--- src/rcrw_pkg.sv ---
// Shared types, widths and constants for the radial cosine ring weight block.
// Used by every cell module and by the top level; depends on nothing else.
`default_nettype none
package rcrw_pkg;

    // Field and register widths.
    localparam int INDEX_BITS = 12;
    localparam int SIZE_W     = 16;
    localparam int LEN_W      = 28;
    localparam int DATA_W     = 32;
    localparam int ADDR_W     = 5;
    localparam int WEIGHT_W   = 17;

    // Datapath widths that follow from the field widths.
    localparam int POS_W  = (INDEX_BITS + SIZE_W > LEN_W) ? (INDEX_BITS + SIZE_W) : LEN_W;
    localparam int ROOT_W = POS_W + 1;
    localparam int RAD_W  = 2 * ROOT_W;
    localparam int REM_W  = ROOT_W + 3;
    localparam int Q_W    = 16;
    localparam int A_W    = 15;
    localparam int CF_W   = 31;
    localparam int POLY_N = 5;

    // Cosine constants in Q30.
    localparam logic [CF_W-1:0] Q30_ONE = 31'd1073741824;
    localparam logic [CF_W-1:0] COEF_K1 = 31'd1324675879;
    localparam logic [CF_W-1:0] COEF_K2 = 31'd272375560;
    localparam logic [CF_W-1:0] COEF_K3 = 31'd22401992;
    localparam logic [CF_W-1:0] COEF_K4 = 31'd987048;
    localparam logic [CF_W-1:0] COEF_K5 = 31'd27060;

    // Register indexes of the configuration port.
    typedef enum logic [2:0] {
        REG_CELL_SIZE_X     = 3'd0,
        REG_CELL_SIZE_Y     = 3'd1,
        REG_ORIGIN_X        = 3'd2,
        REG_ORIGIN_Y        = 3'd3,
        REG_RING_RADIUS     = 3'd4,
        REG_RING_HALF_WIDTH = 3'd5
    } rcrw_reg_idx_t;

    // Flags that ride along with a request through the later cells.
    typedef struct packed {
        logic zero;
        logic neg;
    } rcrw_tag_t;

    // Square root cell state: radicand bits still to consume, remainder, root.
    typedef struct packed {
        logic [RAD_W-1:0]  rad;
        logic [REM_W-1:0]  rem;
        logic [ROOT_W-1:0] root;
    } rcrw_sqrt_t;

    // Divider cell state: partial remainder and quotient bits so far.
    typedef struct packed {
        logic [LEN_W-1:0] rem;
        logic [Q_W-1:0]   quo;
        rcrw_tag_t        tag;
    } rcrw_div_t;

    // Polynomial cell state: Horner accumulator and squared angle.
    typedef struct packed {
        logic [CF_W-1:0] p;
        logic [CF_W-1:0] z2;
        rcrw_tag_t       tag;
    } rcrw_poly_t;

    // Coefficient used by Horner step k; the last step subtracts from one.
    function automatic logic [CF_W-1:0] poly_coef(input int k);
        logic [CF_W-1:0] c;
        c = Q30_ONE;
        case (k)
            0:       c = COEF_K4;
            1:       c = COEF_K3;
            2:       c = COEF_K2;
            3:       c = COEF_K1;
            default: c = Q30_ONE;
        endcase
        return c;
    endfunction

endpackage
`default_nettype wire

--- src/rcrw_poly_cell.sv ---
// One Horner step of the quarter-wave cosine polynomial: p = coef - p*z2 in Q30.
// Depends on rcrw_pkg for the state type and widths.
`default_nettype none
module rcrw_poly_cell (
    input  wire logic                       clk,
    input  wire logic                       rst_n,
    input  wire logic                       en,
    input  wire logic [rcrw_pkg::CF_W-1:0]  coef,
    input  wire logic                       valid_in,
    input  wire rcrw_pkg::rcrw_poly_t       st_in,
    output logic                            valid_out,
    output rcrw_pkg::rcrw_poly_t            st_out
);

    logic                          valid_reg;
    rcrw_pkg::rcrw_poly_t          st_reg;
    rcrw_pkg::rcrw_poly_t          st_next;
    logic [2*rcrw_pkg::CF_W-1:0]   prod;
    logic [rcrw_pkg::CF_W:0]       prod_q30;

    // Multiply, drop to Q30 and subtract from the coefficient, clamped at zero.
    always_comb
    begin
        prod     = st_in.p * st_in.z2;
        prod_q30 = prod[2*rcrw_pkg::CF_W-1:30];
        st_next.z2  = st_in.z2;
        st_next.tag = st_in.tag;
        if ({1'b0, coef} >= prod_q30)
        begin
            st_next.p = coef - prod_q30[rcrw_pkg::CF_W-1:0];
        end
        else
        begin
            st_next.p = '0;
        end
    end

    always_ff @(posedge clk or negedge rst_n)
    begin
        if (!rst_n)
        begin
            valid_reg <= 1'b0;
        end
        else if (en)
        begin
            valid_reg <= valid_in;
        end
    end

    always_ff @(posedge clk)
    begin
        if (en)
        begin
            st_reg <= st_next;
        end
    end

    assign valid_out = valid_reg;
    assign st_out    = st_reg;

endmodule
`default_nettype wire
--- config.mk ---
export PLATFORM = sky130hd
export DESIGN_NAME = rcrw_poly_cell
export DESIGN_NICKNAME = d
export VERILOG_FILES = /design/src/rcrw_pkg.sv /design/src/rcrw_poly_cell.sv
export SDC_FILE = /design/constraint.sdc
export NUM_CORES = 2
export LEC_CHECK = 0
export ABC_AREA = 1
export BUFFER_PORTS_ARGS = -buffer_cell sky130_fd_sc_hd__buf_4
export CAP_MARGIN = 20
export CELL_PAD_IN_SITES_DETAIL_PLACEMENT = 1
export CELL_PAD_IN_SITES_GLOBAL_PLACEMENT = 2
export CORE_AREA = 2 2 332 334
export DETAILED_ROUTE_END_ITERATION = 10
export DIE_AREA = 0 0 334 336
export PLACE_DENSITY = 0.78
export SYNTH_ARGS = -nofsm -noshare
export SYNTH_HDL_FRONTEND = slang
export SYNTH_SLANG_ARGS = --single-unit
export TNS_END_PERCENT = 50
--- constraint.sdc ---
create_clock -name clk -period 1.8 [get_ports clk]
set_input_delay 0 -clock clk [delete_from_list [all_inputs] [get_ports clk]]
set_output_delay 0 -clock clk [all_outputs]
set_load 0.1 [all_outputs]
Word-level counts from Yosys, hierarchy flattened

Cells that the tools add are included.

Register bits after elaboration: 65
Latch bits: 0
Memory bits (writable): 0
Memory bits (read-only): 0
Input port bits: 99
Output and inout port bits: 65
Word-level logic and storage cells: 8
Memories kept: 0

Add/sub/neg operators: 1
$mul: 1
Divide/modulo/power cells: 0
$lt $le $gt $ge: 1
Eq/ne operators: 0
Shift operators: 0
Mux-type cells: 0
Bitwise operators: 0
Reduce and logical (&&, ||, !) cells: 0

Operators by type and width:

| operator                                         | count |
|---|---|
| 31-bit by 31-bit multiplier with 62-bit output   | 1 |
| 31-bit by 32-bit >= comparator with 1-bit output | 1 |
| 31-bit subtractor                                | 1 |

Longest topological paths before layout

Word-level depth: 2
Mapped depth: 48
Gate-level depth less buffers: 46

Worst setup path after synthesis

Ideal clock, no wire load.

Kind: input to register
Start point: in st_in[18] in the netlist's numbering
End point: reg st_reg, in the netlist st_out[35], data pin
Library setup time: 0.260 ns
Arrival time: 7.281 ns
Data required time: 1.540 ns
Slack: -5.740 ns
Stages on the path: 41
Buffers on the path: 2
Cells stage by stage: clkbuf_1 > nand2_1 > inv_1 > fa_1 > inv_1 > fa_1 > inv_1 > fa_1 > inv_1 > fa_1 > inv_1 > fa_1 > fa_1 > fa_1 > fa_1 > ha_1 > nand2_1 > nor2_1 > (+5 left out) > nand2b_1 > xor2_1 > ha_1 > inv_1 > fa_1 > nand3_1 > nand2_1 > nand3_1 > nand3_2 > nand2_1 > nand3_1 > nand2_1 > nand2_1 > nand2_1 > nand2_2 > nand2_4 > buf_12 > nor2_4

Word-level cells in the longest chain between the ends: 2

RTL lines:

| item                                                                                         | RTL line                                   | source |
|---|---|---|
| from (decl)                                                                                  | rcrw_poly_cell.sv:10                       | `input wire rcrw_pkg::rcrw_poly_t st_in,` |
| 31-bit by 31-bit multiplier with 62-bit output (*)                                           | rcrw_poly_cell.sv:24                       | `prod = st_in.p * st_in.z2;` |
| 31-bit subtractor / 31-bit by 32-bit >= comparator with 1-bit output (equally long branches) | rcrw_poly_cell.sv:30, rcrw_poly_cell.sv:28 |  |
| to (signal assigned)                                                                         | rcrw_poly_cell.sv:54                       | `st_reg <= st_next;` |
| to (decl)                                                                                    | rcrw_poly_cell.sv:16                       | `rcrw_pkg::rcrw_poly_t st_reg;` |

Mark *: on every way between the ends. The rest lies on a longest branch, timed or not.
A chain may end at the register's enable or synchronous reset.

Worst setup path in the final report

Start point: in st_in[6] in the netlist's numbering
End point: reg st_reg, in the netlist st_out[42], data pin

The elaborated chain is that of the path after synthesis.

==> results.py <==
metrics = {
    "run_status": {
        "status": "complete, but fails checks",
        "violations": "setup timing",
    },
    "placement": {
        "gp_congestion": 0.8711,
        "place_hpwl_um": 109600,
        "io_buffer_count": 163,
        "place_ws_ps": -6730,
    },
    "floorplanning": {
        "die_area_mm2": 0.1122,
        "start_util": 0.3377,
        "ios": 164,
        "core_mm2": 0.1084,
        "die_h_um": 336,
        "row_count": 121,
        "chipWidth_um": 334,
    },
    "critical_path": {
        "end_kind": "flop",
        "crit_fanout": 18,
        "crit_slowest_cell": "fa_2",
        "cp_data_arrival_time_ps": 7820,
        "slowest_delay_ps": 590,
        "startpoint_type": "input pin",
        "cpMostUsedCell": "fa_1",
        "worstPathRequired_ps": 1970,
        "crit_type": "input pin to flop",
    },
    "finish": {
        "postLayoutCoreUtil": 0.4317,
        "area_growth_pct": 27.83,
        "drive_gt1_frac": 0.2324,
        "n_fill_cell": 12960,
        "diodes": 0,
        "final_nets": 6469,
    },
    "timing": {
        "setup_viol": 31,
        "maxSlewHeadroom": 0.6787,
        "fin_ws_ps": -5850,
        "period_share": 4.250,
        "rsz0062_at_grt": "yes",
        "fmax_mhz": 130.7,
        "clock_skew_ps": 0,
        "hold_viol": 0,
        "slew_violations": 0,
        "min_period_ps": 7650,
        "worst_pin_slew_ps": 476.9,
    },
    "routing": {
        "vias_per_cell": 4.670,
        "routed-wl-met3_um": 3947,
        "final_antenna_net_count": 0,
        "wl_met2_um": 66780,
        "vias": 31140,
        "drt_iter0_drc": 1533,
        "wirelength_um": 127900,
        "maxUsedRoutingLayer": "met4",
        "wl_met1_um": 55020,
        "firstDrtPassIters": 7,
        "wire_per_inst_um": 19.18,
        "drc": 0,
    },
    "synth": {
        "ys_seq_elements": 65,
        "netlist.area_leader.share": 0.4577,
        "synth-main-ff-cell": "edfxtp_1",
        "yosysMostFrequentCell": "inv_1",
        "netlist_instances": 4678,
        "synthTopCellsByCount": "inv_1, nand2_1, fa_1",
        "synth_nets": 5897,
        "syn_avg_cell_area_um2": 7.826,
        "ys_seq_area_frac": 0.05318,
        "synth_edf_count": 64,
        "synth_warnings": 0,
        "yosys.area.top_type": "fa_1",
        "yosys.cell_types.count": 41,
        "ys_top_cells_by_area": "fa_1, inv_1, nand2_1, ha_1, edfxtp_1",
        "async_flop_share": 0.01538,
        "netlist_area_mm2": 0.03661,
    },
    "clocking": {
        "clock-sinks": 65,
        "clockRootBuffer": "clkbuf_16",
        "insertion_delay_ps": 410,
        "cts_tree": "done",
        "clkSlewWorstSetupHoldPaths_ps": 80,
        "numCtsBuffers": 9,
        "clockBufferDepth": 2,
        "cts_max_level": 3,
    },
    "global_routing": {
        "globalRouteOverflowTotal": 0,
        "grt_pass1_vias": 35260,
        "gr-usage-all-layers": 0.2310,
        "antenna_found_initial": 1,
        "grt_pass1_wl_um": 200100,
        "grt_max_degree": 44,
    },
    "worst_hold_path": {
        "hp-class": "input pin to flop",
    },
    "job": {
        "cap_violations": 0,
    },
}
[through the flow]
step           hold WS (ps)  cells  setup TNS, ps  cell area [µm²]
6_report              3.983   6669        -180230            46800
3_5_place_dp         -222.0   6576        -207890            42930
5_1_grt               3.387   6669        -188410            46800
4_1_cts               6.809   6634        -180620            44910
3_3_place_gp         -223.6   6576        -205460            42930
2_1_floorplan        -295.6   4678        -172760            36830
[layout make-up]
cell class,count,area (µm²),area share
sequential,65,1947,0.04160
inverter,1405,5281,0.1128
tap,1414,1769,0.03780
clock inverter,7,85.08,0.001818
multi-input combinational,3019,30690,0.6557
timing repair buffer,750,6804,0.1454
clock buffer,9,225.2,0.004812
[cells in the final DEF (no fill, tap or decap), types with 6 or more instances in the layout]
| cell type | Yosys | final |
|---|---|---|
| a21o_1 | 13 | 13 |
| ha_4 | 0 | 56 |
| nand3_1 | 58 | 50 |
| o21a_1 | 8 | 8 |
| nor2_2 | 7 | 44 |
| nand3b_1 | 11 | 11 |
| inv_2 | 6 | 52 |
| a21oi_2 | 1 | 48 |
| buf_8 | 0 | 19 |
| o21bai_1 | 19 | 15 |
| clkbuf_16 | 0 | 12 |
| nand2_1 | 1296 | 1220 |
| fa_1 | 837 | 784 |
| buf_6 | 0 | 66 |
| o21ai_2 | 2 | 15 |
| nand3_2 | 1 | 7 |
| nor2_1 | 156 | 90 |
| nor2_4 | 38 | 67 |
| ha_1 | 283 | 225 |
| o21ai_0 | 60 | 32 |
| xor2_1 | 18 | 16 |
| buf_4 | 0 | 593 |
| edfxtp_1 | 64 | 64 |
| nand4_1 | 16 | 16 |
| fa_2 | 0 | 53 |
| inv_1 | 1399 | 1351 |
| a21oi_4 | 0 | 10 |
| buf_12 | 3 | 43 |
| nand2_4 | 2 | 26 |
| buf_16 | 0 | 6 |
| nor3_1 | 16 | 9 |
| xnor2_1 | 23 | 18 |
| o21ai_1 | 1 | 16 |
| dlygate4sd3_1 | 0 | 19 |
| a21oi_1 | 118 | 61 |
| nand2_2 | 15 | 66 |
[path summary, 6_finish.rpt]
path | depth (start not counted) | slack, ps | start | endpoint
min | 2 | 4 | st_in[27] | st_out[27]
min in group asynchronous | 3 | 410 | rst_n | valid_out
max in group asynchronous | 3 | 1290 | rst_n | valid_out
max | 38 | -5850 | st_in[6] | st_out[42]
min reg2reg | 1 | 520 | valid_out | valid_out
max reg2reg | 1 | 1050 | valid_out | valid_out
[worst max-delay path: cells and delay by family]
family	cells	cell delay, ps
AND/OR/NAND/NOR	15	1400
AO/OA/AOI/OAI	2	290
adder cells (fa/ha/maj)	10	4730
XOR/XNOR	1	250
buffers and inverters	10	1080
[sequential cells by signal, indices dropped and copies added, names as in the netlist]
name / flops
valid_out: 1
st_out: 64
[cell families after synthesis]
kind of cell / synth area share
AND/OR/NAND/NOR: 0.1825
XOR/XNOR: 0.009808
adder cells (fa/ha/maj): 0.5544
flip-flops: 0.05318
buffers and inverters: 0.1648
multiplexers: 0.0003076
AO/OA/AOI/OAI: 0.03510
[repair_timing]
item,4_1_cts,5_1_grt
gates cloned,3,3
pin swaps,90,152
setup endpoints to repair,31,31
gates resized for setup,298,397
setup buffers,23,31
hold endpoints to repair,15,3
hold buffers,16,3
[routing by layer]
metal | vias to the layer above | global-route usage
met4 | 0 | 0.03824
met1 | 16240 | 0.3007
met2 | 468 | 0.4227
met3 | 86 | 0.01967
li1 | 14350 | -
met5 | - | 0
Power is left out: the tool's default activity adds up to more than one toggle a clock period on the data nets, which glitch-free logic cannot reach.
