### config.mk
export PLATFORM = sky130hd
export DESIGN_NAME = rcrw_div_cell
export DESIGN_NICKNAME = d
export VERILOG_FILES = /design/src/rcrw_pkg.sv /design/src/rcrw_div_cell.sv
export SDC_FILE = /design/constraint.sdc
export NUM_CORES = 1
export LEC_CHECK = 0
export ABC_AREA = 1
export ABC_CLOCK_PERIOD_IN_PS = 1690
export BUFFER_PORTS_ARGS = -buffer_cell sky130_fd_sc_hd__buf_2
export CAP_MARGIN = 20
export CORE_MARGIN = 2
export CORE_UTILIZATION = 35
export DETAILED_ROUTE_END_ITERATION = 10
export GPL_ROUTABILITY_DRIVEN = 0
export PLACE_DENSITY = 0.66
export SETUP_SLACK_MARGIN = 0.05
export SYNTH_ARGS = -nofsm -noshare
export SYNTH_HDL_FRONTEND = slang
export SYNTH_SLANG_ARGS = --single-unit
### constraint.sdc
create_clock -name clk -period 1.69 [get_ports clk]
set_input_delay 0.169 -clock clk [delete_from_list [all_inputs] [get_ports clk]]
set_output_delay 0.169 -clock clk [all_outputs]
set_load 0.01 [all_outputs]
### src/rcrw_pkg.sv
// Shared types, widths and constants for the radial cosine ring weight block.
// Used by every cell module and by the top level; depends on nothing else.
`default_nettype none
package rcrw_pkg;

    // Field and register widths.
    localparam int INDEX_BITS = 12;
    localparam int SIZE_W     = 16;
    localparam int LEN_W      = 28;
    localparam int DATA_W     = 32;
    localparam int ADDR_W     = 5;
    localparam int WEIGHT_W   = 17;

    // Datapath widths that follow from the field widths.
    localparam int POS_W  = (INDEX_BITS + SIZE_W > LEN_W) ? (INDEX_BITS + SIZE_W) : LEN_W;
    localparam int ROOT_W = POS_W + 1;
    localparam int RAD_W  = 2 * ROOT_W;
    localparam int REM_W  = ROOT_W + 3;
    localparam int Q_W    = 16;
    localparam int A_W    = 15;
    localparam int CF_W   = 31;
    localparam int POLY_N = 5;

    // Cosine constants in Q30.
    localparam logic [CF_W-1:0] Q30_ONE = 31'd1073741824;
    localparam logic [CF_W-1:0] COEF_K1 = 31'd1324675879;
    localparam logic [CF_W-1:0] COEF_K2 = 31'd272375560;
    localparam logic [CF_W-1:0] COEF_K3 = 31'd22401992;
    localparam logic [CF_W-1:0] COEF_K4 = 31'd987048;
    localparam logic [CF_W-1:0] COEF_K5 = 31'd27060;

    // Register indexes of the configuration port.
    typedef enum logic [2:0] {
        REG_CELL_SIZE_X     = 3'd0,
        REG_CELL_SIZE_Y     = 3'd1,
        REG_ORIGIN_X        = 3'd2,
        REG_ORIGIN_Y        = 3'd3,
        REG_RING_RADIUS     = 3'd4,
        REG_RING_HALF_WIDTH = 3'd5
    } rcrw_reg_idx_t;

    // Flags that ride along with a request through the later cells.
    typedef struct packed {
        logic zero;
        logic neg;
    } rcrw_tag_t;

    // Square root cell state: radicand bits still to consume, remainder, root.
    typedef struct packed {
        logic [RAD_W-1:0]  rad;
        logic [REM_W-1:0]  rem;
        logic [ROOT_W-1:0] root;
    } rcrw_sqrt_t;

    // Divider cell state: partial remainder and quotient bits so far.
    typedef struct packed {
        logic [LEN_W-1:0] rem;
        logic [Q_W-1:0]   quo;
        rcrw_tag_t        tag;
    } rcrw_div_t;

    // Polynomial cell state: Horner accumulator and squared angle.
    typedef struct packed {
        logic [CF_W-1:0] p;
        logic [CF_W-1:0] z2;
        rcrw_tag_t       tag;
    } rcrw_poly_t;

    // Coefficient used by Horner step k; the last step subtracts from one.
    function automatic logic [CF_W-1:0] poly_coef(input int k);
        logic [CF_W-1:0] c;
        c = Q30_ONE;
        case (k)
            0:       c = COEF_K4;
            1:       c = COEF_K3;
            2:       c = COEF_K2;
            3:       c = COEF_K1;
            default: c = Q30_ONE;
        endcase
        return c;
    endfunction

endpackage
`default_nettype wire

### src/rcrw_div_cell.sv
// One quotient bit cell of the pipelined restoring divider for the turn fraction.
// Depends on rcrw_pkg for the state type and widths.
`default_nettype none
module rcrw_div_cell (
    input  wire logic                        clk,
    input  wire logic                        rst_n,
    input  wire logic                        en,
    input  wire logic [rcrw_pkg::LEN_W-1:0]  divisor,
    input  wire logic                        valid_in,
    input  wire rcrw_pkg::rcrw_div_t         st_in,
    output logic                             valid_out,
    output rcrw_pkg::rcrw_div_t              st_out
);

    logic                        valid_reg;
    rcrw_pkg::rcrw_div_t         st_reg;
    rcrw_pkg::rcrw_div_t         st_next;
    logic [rcrw_pkg::LEN_W:0]    rem2;
    logic [rcrw_pkg::LEN_W:0]    dvs;
    logic                        ge;

    // Double the remainder and subtract the divisor when it fits.
    always_comb
    begin
        rem2 = {st_in.rem, 1'b0};
        dvs  = {1'b0, divisor};
        ge   = (rem2 >= dvs);
        st_next.tag = st_in.tag;
        st_next.quo = {st_in.quo[rcrw_pkg::Q_W-2:0], ge};
        if (ge)
        begin
            st_next.rem = rcrw_pkg::LEN_W'(rem2 - dvs);
        end
        else
        begin
            st_next.rem = rem2[rcrw_pkg::LEN_W-1:0];
        end
    end

    always_ff @(posedge clk or negedge rst_n)
    begin
        if (!rst_n)
        begin
            valid_reg <= 1'b0;
        end
        else if (en)
        begin
            valid_reg <= valid_in;
        end
    end

    always_ff @(posedge clk)
    begin
        if (en)
        begin
            st_reg <= st_next;
        end
    end

    assign valid_out = valid_reg;
    assign st_out    = st_reg;

endmodule
`default_nettype wire

Word level (Yosys, flattened, before mapping)
Index checks and enable logic that the tools add are counted.
{"block": "totals", "ff_bits": 47, "latchBits": 0, "mem_bits_rw": 0, "rom_bits": 0, "in_bits": 78, "output_inout_bits": 47, "wordCells": 9, "memories": 0}
{"block": "op_classes", "addsub": 1, "multipliers": 0, "div_mod_pow": 0, "order_cmp": 1, "eq_ne": 0, "shifts": 0, "mux": 1, "n_bitwise": 0, "reduce_logical": 0}
{"operator": "29-bit by 28-bit greater-or-equal comparator with 1-bit output", "count": 1}
{"operator": "28-bit 2-to-1 mux", "count": 1}
{"operator": "28-bit subtractor", "count": 1}

Longest topological paths before layout
Gate-level depths: netlist of run 1.
{"block": "depth", "depth_word": 2, "depth_mapped": 15, "depth_no_buf": 14}

Least setup slack after synthesis of run 1
OpenSTA, ideal clock, no wires.
{"block": "synth_path", "kind": "input -> register", "startpoint": "in divisor[23] (netlist name)", "endpoint": "reg st_reg (netlist bit st_out[19]), data pin", "setup_time_ns": 0.254, "arrival_ns": 1.464, "required_time_ns": 1.436, "slack_ns": -0.027, "path_stages": 13, "n_path_buf": 1, "cell_sequence": "inv_1 -> ha_1 -> nand2_2 -> inv_1 -> nand2_1 -> nand2_1 -> nand2_1 -> nand2_1 -> a21oi_1 -> nand3_2 -> buf_6 -> nand2_1 -> o21ai_2"}
{"item": "start, declared", "line_no": "rcrw_div_cell.sv:8", "text": "input wire logic [rcrw_pkg::LEN_W-1:0] divisor,"}
{"item": "end signal, assigned", "line_no": "rcrw_div_cell.sv:56", "text": "st_reg <= st_next;"}
{"item": "end, declared", "line_no": "rcrw_div_cell.sv:16", "text": "rcrw_pkg::rcrw_div_t st_reg;"}

==> results of run 1 <==
==> kinds of logic (layout without fill, tap and decap cells) <==
kind of cell               Yosys count  in the layout  synth area share, %
and+or+nand+nor                    357            358                 37.9
muxes                                1              1                0.269
buffers and inverters              141            336                 13.7
xor gates and xnor gates            13             13                 2.72
DFF                                 47             47                 33.6
AOI/OAI and AO/OA                   20             20                 2.99
adders and majority gates           29             29                 8.85
==> worst paths after layout <==
path / startpoint / endpoint / slack (ns) / cells past startpoint
worst max-delay path: divisor[16] / st_out[41] / 0.11 / 14
worst min-delay path: st_in[5] / st_out[6] / 0.05 / 1
worst max register to register: valid_out / valid_out / 0.96 / 1
worst min register to register: valid_out / valid_out / 0.50 / 1
max in group asynchronous: rst_n / valid_out / 1.42 / 2
min in group asynchronous: rst_n / valid_out / 0.19 / 2
==> what timing repair did <==
action / 4_1_cts / 5_1_grt
resized for setup: 3 / 36
pin swaps: 0 / 8
hold buffers: 1 / 0
hold endpoints to repair: 1 / 0
setup buffers: 0 / 1
gates cloned: 0 / 1
endpoints found under the setup margin: 13 / 29
==> cells in the mapped netlist <==
library cell  number
xnor2_1            2
a21oi_1           15
o21ai_2            1
nand2_1          224
nand4_1            8
nand2_4            1
and2_0             1
buf_4              2
edfxtp_1          46
xor2_1            11
o21ai_0            1
a21o_1             1
nor4_2             1
nand3_2            9
clkinv_1           2
nor2_4             1
nor3_1             2
nor2_2             9
and2_1             1
o21bai_1           1
fa_1               1
or2_1              2
dfrtp_1            1
nor2_1            28
nand3_1           56
a31oi_4            1
inv_1            132
mux2_2             1
ha_1              28
nand2_2           10
buf_6              5
nand3b_1           4
==> sequential cells by signal, indices dropped and copies added, names as in the netlist <==
register	count
valid_out	1
st_out	46
==> final cells by class <==
type | instances | area (um2)
multi-input cells | 421 | 2660
flip-flops and latches | 47 | 1410
repair buffers | 194 | 1200
clock buffers | 5 | 125
well taps | 143 | 179
fillers | 1140 | 5460
inverters | 134 | 503
clock inverters | 3 | 43.8
==> stage by stage <==
step                worst slack, ns  hold WS, ns  instances  utilization, %
global placement             -0.278      -0.0553        936            49.4
finish                        0.110       0.0464        947            52.8
CTS                          0.0711       0.0345        945            51.1
floorplan                    0.0488       -0.127        608               -
global route                0.00842       0.0345        947            52.8
detailed placement           -0.284      -0.0552        936            49.4
==> routing by layer <==
metal | routed length, um | up-vias | track usage, %
met5 | 0 | - | 0
met4 | 218 | 0 | 4.80
met3 | 791 | 16 | 3.67
met2 | 5610 | 140 | 32.7
met1 | 5660 | 1919 | 24.8
li1 | - | 2274 | -
==> cell usage in the layout (no fill, tap or decap), drive strengths merged, types with 2 or more instances in the layout <==
| master | netlist | routed |
|---|---|---|
| nand3 | 65 | 65 |
| nor2 | 38 | 38 |
| o21ai | 2 | 2 |
| ha | 28 | 28 |
| clkinv | 2 | 4 |
| buf | 7 | 193 |
| nand4 | 8 | 8 |
| or2 | 2 | 2 |
| inv | 132 | 132 |
| a21oi | 15 | 15 |
| nand3b | 4 | 4 |
| xor2 | 11 | 11 |
| nand2 | 235 | 236 |
| edfxtp | 46 | 46 |
| xnor2 | 2 | 2 |
| nor3 | 2 | 2 |
| and2 | 2 | 2 |
| clkbuf | 0 | 5 |
==> worst max-delay path, cell delays in order <==
cell	delay, ns
buf_2	0.10
inv_1	0.08
ha_4	0.23
nand2_2	0.09
inv_1	0.04
nand2_1	0.05
nand2_1	0.07
nand2_1	0.08
nand2_2	0.08
a21oi_2	0.19
nand3_4	0.13
buf_4	0.19
nand3_1	0.09
nand2_1	0.06
==> report_power, final <==
| part | switching (W) | leakage, nW | internal, W |
|---|---|---|---|
| logic | 0.000903 | 2.73 | 0.000748 |
| registers | 0.0000331 | 0.461 | 0.00146 |
| clock network | 0.000462 | 0.0838 | 0.000698 |
| total | 0.00140 | 3.28 | 0.00291 |
==> out/qor.yml, run 1 <==
ys_seq_elements: 47
die_height_um: 113
status: "completed"
drt_iter0_drc: 211
numPortBuffers: 123
power_w: 0.00431
hold_viol_final: 0
syn_area_um2: 4190
grt-ovfl-total: 0
cts_tree: "built"
cts_sinks: 47
cts-htree-levels: 2
post-route-min-period_ns: 1.58
grt_pass1_wl_um: 19600
dpl_cell_area_um2: 5710
maxCapViolCount: 0
relSlewSlack_pct: 76.9
via_per_inst: 4.59
cp.required_ns: 1.75
io_pins: 125
path_clk_slew_ns: 0.07
hpwl_um: 9780
clk_latency_ns: 0.29
vias: 4349
grt_pass1_vias: 4207
synthCells: 608
p_leak_nw: 3.28
postRouteAntennaNets: 0
crit_path_start_kind: "input port"
area_delta_synth_final_pct: 45.9
hold_class: "in2reg"
layout-drive-gt1-share_pct: 36.2
core_um2: 11600
wire_per_inst_um: 13.0
syn_area_per_cell_um2: 6.89
maxSlewViolCount: 0
yosysTopAreaCell: "edfxtp_1"
chipWidth_um: 113
ys.warnings.count: 0
nNetsFinal: 910
fin_skew_ns: 0
dieArea_um2: 12900
worstPathMaxFanout: 7
ctsRootBufferMaster: "clkbuf_16"
synthTopCellsByArea: "edfxtp_1 (33%), nand2_1 (20%), inv_1 (12%)"
endpoint_kind: "flop"
grt_usage_pct: 19.1
num_antenna_cells: 0
arrival_ns: 1.64
grt_max_degree: 27
clk_path_buf_depth: 2
setup-violations-final: 0
critPathKind: "in2reg"
num_rows: 39
ys_types: 32
irDropWorstVdd_v: 0.000407
period_share_pct: 93.5
wl_um: 12300
fin_setup_tns_ns: 0
grt_setup_unrepaired: "true"
first_pass_iters: 5
start_util_pct: 36.2
synthesis.nets: 715
synth_top_cell_area_share_pct: 33.0
seq_area_frac_synth_pct: 33.6
antenna_found_initial: 0
finalInstanceArea_um2: 6110
fmax_mhz: 633
drc: 0
numCtsBuffers: 5
worstMarginPinSlew_ns: 0.346
power_density_nw_per_um2: 705
Power figures use the tool's default switching activity.
==> run 2, diff against run 1 <==
CELL_PAD_IN_SITES_DETAIL_PLACEMENT = 0   (was unset)
CELL_PAD_IN_SITES_GLOBAL_PLACEMENT = 1   (was unset)
PLACE_DENSITY = 0.86   (was 0.66)
==> run 2 against run 1 <==
Worst setup slack lost 0.038 ns. Sequential cell count is the same. Sequential share of layout area is 1.9 points lower. Non-clock buffer count grew 16. Clock power is essentially flat. Critical path depth is the same. Cell count is 1.8% higher. Via count up 3.9%. Die area is the same. Largest cell class unchanged. Highest routed layer unchanged.
==> out/qor.yml, run 2 (synthesis gave the netlist of run 1 again) <==
path_buf_inv: 4
grt_pass1_wl_um: 20400
numCtsBuffers: 5
layout-drive-gt1-share_pct: 48.0
grt_setup_unrepaired: "true"
start_util_pct: 36.2
relSlewSlack_pct: 67.2
whs_ns: 0.0476
power_density_nw_per_um2: 691
antenna_found_initial: 0
nNetsFinal: 927
largest_register_ffs: 46
fmax_mhz: 618
grt_max_degree: 27
drt_iter0_drc: 272
period_share_pct: 95.7
reg2reg_to: "valid_out"
setup_ws_ns: 0.0720
placedCellCount: 943
worstHoldPathCells: 1
irDropWorstVdd_v: 0.000329
r2r_start: "valid_out"
clk_latency_ns: 0.29
critPathKind: "in2reg"
crit_path_cell_trace: "buf_2, inv_1, ha_4, nand2_1, nand2_1, inv_1, nand3_2, nand2_2, nand2_2, nand2_2, nand3_4, clkbuf_16, nand2_1, nand2_1"
min_from: "st_in[6]"
path_delay_family: "simple AND/OR/NAND/NOR gates"
fin_cells: 964
grt_usage_pct: 19.5
final_cell_mix: "nand2_1 (170), buf_2 (116), inv_1 (108)"
grt_pass1_vias: 4402
drc: 0
die_height_um: 113
layout_commonest_cell: "nand2_1"
numPortBuffers: 123
dieArea_um2: 12900
maxSlewViolCount: 0
endpoint_kind: "flop"
post-route-min-period_ns: 1.62
fin_skew_ns: 0
r2r_setup_slack_ns: 0.93
hold_class: "in2reg"
status: "completed"
vias: 4519
wire_per_inst_um: 13.9
p_sw_w: 0.00154
core_um2: 11600
worstPathMaxFanout: 8
maxCapViolCount: 0
whs_endpoint: "st_out[7]"
crit_path_start_kind: "input port"
path_clk_slew_ns: 0.07
cp.depth: 14
power_w: 0.00460
p_int_w: 0.00306
hold_viol_final: 0
slowest_delay_ns: 0.24
grt-ovfl-total: 0
area_delta_synth_final_pct: 59.0
rr_worst_depth: 1
ctsRootBufferMaster: "clkbuf_16"
switching_share_pct: 33.5
power_frac_clock_pct: 25.5
dp_slack_ns: -0.272
wl_um: 13400
cts-htree-levels: 2
cpMaxStageDelayCell: "ha_4"
postRouteAntennaNets: 0
cts_sinks: 47
clk_path_buf_depth: 2
chipWidth_um: 113
cp.required_ns: 1.74
arrival_ns: 1.67
num_rows: 39
combPwrFrac_pct: 42.0
io_pins: 125
setup-violations-final: 0
p_leak_nw: 3.49
critical_path.most_common_cell: "nand2_1"
cts_tree: "built"
hpwl_um: 9860
via_per_inst: 4.69
first_pass_iters: 5
num_antenna_cells: 0
p_seq_share_pct: 32.5
worstMarginPinSlew_ns: 0.493
==> run 2: stage by stage <==
stage                     cell area [um2]  setup TNS (ns)  utilization (%)
after floorplan                      4430               0                -
after global placement               5780           -7.05             49.9
after detailed placement             5780           -7.27             49.9
after CTS                            5970               0             51.6
after global routing                 6660               0             57.6
final                                6660               0             57.6
==> run 2: repair_timing <==
action                                  4_1_cts  5_1_grt
hold buffers                                  1        0
endpoints found under the hold margin         1        0
gates resized for setup                       3      149
buffers inserted                              0        7
endpoints found under the setup margin       21       29
pin swaps                                     0       52
cloned                                        0        5
==> run 2: cell type report <==
class,count,area (um2)
Multi-Input combinational cell,422,2980
Sequential cell,47,1410
Fill cell,1070,4910
Clock buffer,5,125
Tap cell,143,179
Inverter,134,503
Clock inverter,3,46.3
Timing Repair Buffer,210,1420
==> run 2: worst max path at each step <==
stage	from	slack, ns	endpoint
after floorplan	divisor[21]	0.05	st_out[19]
after global placement	divisor[9]	-0.28	st_out[36]
after detailed placement	st_in[34]	-0.27	st_out[26]
after CTS	divisor[5]	0.05	st_out[19]
after global routing	divisor[24]	0.003	st_out[19]
final	divisor[4]	0.07	st_out[25]
==> run 2: power groups by stage <==
stage	clock network (W)	registers [W]	logic, W
final	0.00117	0.00149	0.00193
after global routing	0.00124	0.00151	0.00212
after CTS	0.00120	0.00150	0.00162
after detailed placement	0	0.00152	0.00159
after global placement	0	0.00152	0.00157
after floorplan	0	0.00160	0.000828
==> run 2: routing by layer <==
| layer | global-route usage [%] | up-vias | routed length, um |
|---|---|---|---|
| li1 | - | 2308 | - |
| met1 | 24.7 | 2044 | 5920 |
| met2 | 35.0 | 151 | 6620 |
| met3 | 2.76 | 16 | 712 |
| met4 | 4.80 | 0 | 193 |
| met5 | 0 | - | 0 |
